### src/design/arqtx_ram.sv
`timescale 1ns / 1ps
// ----------------------------------------------------------------------------
// arqtx_ram
// Generic single-port-write, single-read RAM with registered read data.
// ----------------------------------------------------------------------------
module arqtx_ram #(
    parameter int WIDTH = 8,
    parameter int DEPTH = 256
) (
    input  logic                     aclk,
    input  logic                     wr_en,
    input  logic [$clog2(DEPTH)-1:0] wr_addr,
    input  logic [WIDTH-1:0]         wr_data,
    input  logic [$clog2(DEPTH)-1:0] rd_addr,
    output logic [WIDTH-1:0]         rd_data
);
    logic [WIDTH-1:0] mem [DEPTH];

    // write port, registered read port
    always_ff @(posedge aclk) begin
        if (wr_en) begin
            mem[wr_addr] <= wr_data;
        end
        rd_data <= mem[rd_addr];
    end
endmodule

### config.mk
export PLATFORM = sky130hd
export DESIGN_NAME = arqtx_ram
export DESIGN_NICKNAME = d
export VERILOG_FILES = /design/src/design/arqtx_ram.sv
export SDC_FILE = /design/constraint.sdc
export NUM_CORES = 2
export LEC_CHECK = 0
export BUFFER_PORTS_ARGS = -buffer_cell sky130_fd_sc_hd__buf_4
export CAP_MARGIN = 20
export CORE_MARGIN = 2
export CORE_UTILIZATION = 25
export CTS_CLUSTER_DIAMETER = 120
export CTS_CLUSTER_SIZE = 16
export DETAILED_ROUTE_END_ITERATION = 8
export PLACE_DENSITY = 0.42
export SYNTH_ARGS = -nofsm -noshare
export SYNTH_HDL_FRONTEND = slang
export SYNTH_SLANG_ARGS = --single-unit
### constraint.sdc
create_clock -name aclk -period 4.8 [get_ports aclk]
set_input_delay 0.48 -clock aclk [delete_from_list [all_inputs] [get_ports aclk]]
set_output_delay 0.48 -clock aclk [all_outputs]
set_load 0.005 [all_outputs]
* Yosys cells after proc, flatten, opt, wreduce, memory -nomap -nowiden
Memory sizes are Yosys's and may differ from the RTL's. A register that Yosys moved wholly into a read port is not among the register bits.
Cells that the tools add are included.
** Word-level totals
- Bits in registers :: 0
- Bits in writable memories :: 2048
- Input port bits :: 26
- Output and inout port bits :: 8
- Logic and storage cells :: 3
- Memories kept :: 1
** Memories
- mem :: depth 256, bits a word 8, rd ports 1, clocked after Yosys merged registers in 1, write ports 1, line 17 : logic [WIDTH-1:0] mem [DEPTH];
** Cells by class
- Muxes and demuxes :: 2
** Operators by type and width (count)
- $mux W1 :: 2

* Longest topological paths before layout
- Depth after elaboration :: 2
- Mapped depth :: 11
- Gate-level depth less buffers :: 6

* Worst setup path before layout
No wires, ideal clock.
- Path type :: input port to flip-flop
- From :: in rd_addr[0]
- To :: reg rd_data[2] (read register of mem)
- Setup time :: 0.131 ns
- Data arrival time :: 2.287 ns
- Data required time :: 4.669 ns
- Path slack :: 2.382 ns
- Stages :: 9
- Buffers on the path :: 4
- Cell sequence :: buf_6 -> buf_12 -> buf_8 -> buf_2 -> mux4_2 -> a22oi_1 -> a21oi_1 -> nor4_1 -> nor4_2
** RTL lines
- start, declared :: line 14 : input logic [$clog2(DEPTH)-1:0] rd_addr,
- end, declared :: line 15 : output logic [WIDTH-1:0] rd_data

==> metrics.yaml <==
status:
  status: "complete, no violations"
yosys:
  synth_mux_area_share_pct: 14.6
  synth_sequential_area_ratio_pct: 77.5
  yosysTopAreaCell: "edfxtp_1"
  synthAdderAreaFrac_pct: 0
  ys_types: 55
  synth.ff_latch_count: 2056
  synth_area_leaders: "edfxtp_1 77%, mux4_2 13%, mux2i_1 1.7%"
  synth_ff_type: "edfxtp_1"
  avgSynthCellArea_um2: 21.3
  syn_nets: 3759
  synth_compound_area_share_pct: 3.42
  synth.top_cell.area_share_pct: 77.3
  synth_cells: 3733
  async_reset_ff_share_pct: 0
  synth_top_family_by_area: "multiplexers"
  synth-edff-count: 2048
  synth_xor_area_share_pct: 0
  syn_area_um2: 79600
  yosysWarnings: 0
  synthSimpleGateAreaFrac_pct: 2.63
run:
  cap_violations: 0
finish:
  nNetsFinal: 3926
  multi_input_area_um2: 16500
  nFillCells: 31000
  layout_commonest_cell: "edfxtp_1"
  layout_common_cells: "2048 x edfxtp_1, 454 x mux4_2, 279 x nor2_1, 209 x buf_4, 152 x clkbuf_16"
  register_area_um2: 61700
  drive_above_1_share_pct: 22.8
  area_growth_pct: 12.9
worst_setup_path:
  r2r-start: "mem[83][5]$_DFFE_PP_"
  crit_start: "rd_addr[1]"
  slowest_stage: "a22oi_1"
  cp_max_fo: 78
  critPathLaunchType: "input port"
  worstPathArrival_ns: 4.15
  cp-end-kind: "register"
  crit_type: "input port to register"
  path_cells: "buf_8, buf_12, nand3b_1, o221ai_1, nor3_1, a21oi_1, a22oi_1, buf_4, nor4_2"
  slowest_delay_ns: 0.72
  required_ns: 5.46
floorplanning:
  die_w_um: 568
  num_rows: 207
  initial_core_util_pct: 25.1
  core_area_um2: 317000
  dieArea_um2: 323000
  ios: 34
  dieHeight_um: 568
power_and_ir_drop:
  p_sw_uw: 7430
  ir_drop_mv: 0.305
  fin_total_pwr_uw: 33600
  internal_power_uw: 26100
  leakage_uw: 0.0266
  p_comb_share_pct: 5.8
  power_frac_clock_pct: 35.2
  p_seq_share_pct: 59.0
  switching_share_pct: 22.2
  p_per_area_nw_per_um2: 374
timing:
  slew_headroom_pct: 23.0
  setup-tns-final_ns: 0
  tightest_slew_ns: 1.15
  hold_violations: 0
  drv_slew: 0
  rsz0062_at_grt: "false"
  fin_crit_sh_pct: 72.7
  finClkSkew_ns: 0.0307
  setup_viol: 0
  timing.fmax_mhz: 286
  min_period_ns: 3.49
route:
  drt_iter0_markers: 3946
  routed_wl_um: 233000
  drt-pass1-iter-count: 6
  vias_per_cell: 4.71
  num_vias: 38200
  drc_errors: 0
  routedWlPerCell_um: 28.7
  ant_nets: 0
min_path:
  min-delay-start: "wr_data[2]"
  hold_path_class: "input port to register"
global_route:
  grt_max_degree: 144
  antenna_found_initial: 17
  grt_pass1_vias: 39100
  gr-total-overflow: 0
  grt_usage_pct: 14.2
  grt_pass1_wl_um: 325000
clock_network:
  clockRootBuffer: "clkbuf_16"
  htree_levels: 4
  cts_sinks: 2056
  clk_pin_slew_ns: 0.07
  cts-hold-fix-buffers: 0
  clk_path_buf_depth: 3
  cts_tree: "yes"
  clock_latency_ns: 0.83
  cts_resized: 0
  cts_made_buffers: 146
  cts_setup_buffers: 0
place:
  io_buffers: 33
  gp_congestion: 0.782
  dp_hpwl_um: 146000
-- critical path: cells and delay by family --
kind	cells	cell delay [ns]
and+or+nand+nor	3	1.24
buffers and inverters	3	1.15
AOI/OAI and AO/OA	3	1.12
-- per-stage QoR --
| step | hold slack (ns) | setup WS, ns | instance area [um^2] | utilization, % | instances |
|---|---|---|---|---|---|
| finish | 0.118 | 1.31 | 89800 | 28.3 | 8119 |
| global route | 0.0953 | 1.31 | 89800 | 28.3 | 8116 |
| CTS | 0.0688 | 1.26 | 89800 | 28.3 | 8114 |
| detailed placement | 0.969 | 0.386 | 85800 | 27.0 | 7931 |
| global placement | 0.959 | 0.433 | 85700 | 27.0 | 7928 |
| floorplan | 0.579 | 2.38 | 79600 | - | 3733 |
-- area by class of cell --
| type | instances | share of cell area [%] |
|---|---|---|
| clock inverter | 10 | 0.150 |
| clock buffer | 173 | 4.32 |
| tap | 4180 | 5.82 |
| timing repair buffer | 252 | 2.59 |
| sequential | 2056 | 68.7 |
| inverter | 2 | 0.00836 |
| antenna | 4 | 0.0111 |
| multi-input combinational | 1442 | 18.4 |
-- power groups by stage --
stage / logic (uW) / registers [uW] / clock network [uW]
after floorplan: 961 / 20200 / 0
after global placement: 1980 / 20200 / 0
after detailed placement: 1980 / 20200 / 0
after CTS: 1990 / 19800 / 12200
after global routing: 2050 / 19800 / 12800
final: 1930 / 19800 / 11800
-- path summary, 6_finish.rpt --
check / cells past startpoint / endpoint / slack [ns]
worst max-delay path: 9 / rd_data[6]$_DFF_P_ / 1.31
worst min-delay path: 1 / mem[64][2]$_DFFE_PP_ / 0.12
worst max register to register: 6 / rd_data[5]$_DFF_P_ / 1.83
worst min register to register: 7 / rd_data[3]$_DFF_P_ / 1.14
-- layer usage --
layer / wire length [um] / vias up / GRT usage, %
met4: 4260 / 0 / 2.98
met3: 11100 / 233 / 2.15
met1: 104000 / 21100 / 19.8
li1: - / 15900 / -
met2: 113000 / 993 / 23.4
met5: 0 / - / 0
-- cells in the mapped netlist, types with 16 or more instances --
master / count
o221ai_1: 46
mux4_2: 454
nor3_1: 22
mux2i_1: 134
buf_6: 21
nor2b_1: 31
clkbuf_1: 111
buf_4: 27
o22ai_1: 28
buf_2: 31
nand2_1: 33
a21oi_1: 96
buf_1: 22
a22oi_1: 133
nand3_1: 34
a211oi_1: 16
nor4_1: 24
nor2_1: 282
edfxtp_1: 2048
-- kinds of logic (layout without fill, tap and decap cells) --
| logic type | after synthesis | after routing |
|---|---|---|
| DFF | 2056 | 2056 |
| muxes | 591 | 591 |
| and+or+nand+nor | 466 | 466 |
| AOI/OAI and AO/OA | 385 | 385 |
| buffers and inverters | 235 | 437 |
| other | 0 | 4 |
-- flip-flops by register name, indices dropped and copies added (netlist names) --
| register | count |
|---|---|
| rd_data | 8 |
| mem | 2048 |
(Power assumes the default switching activity.)
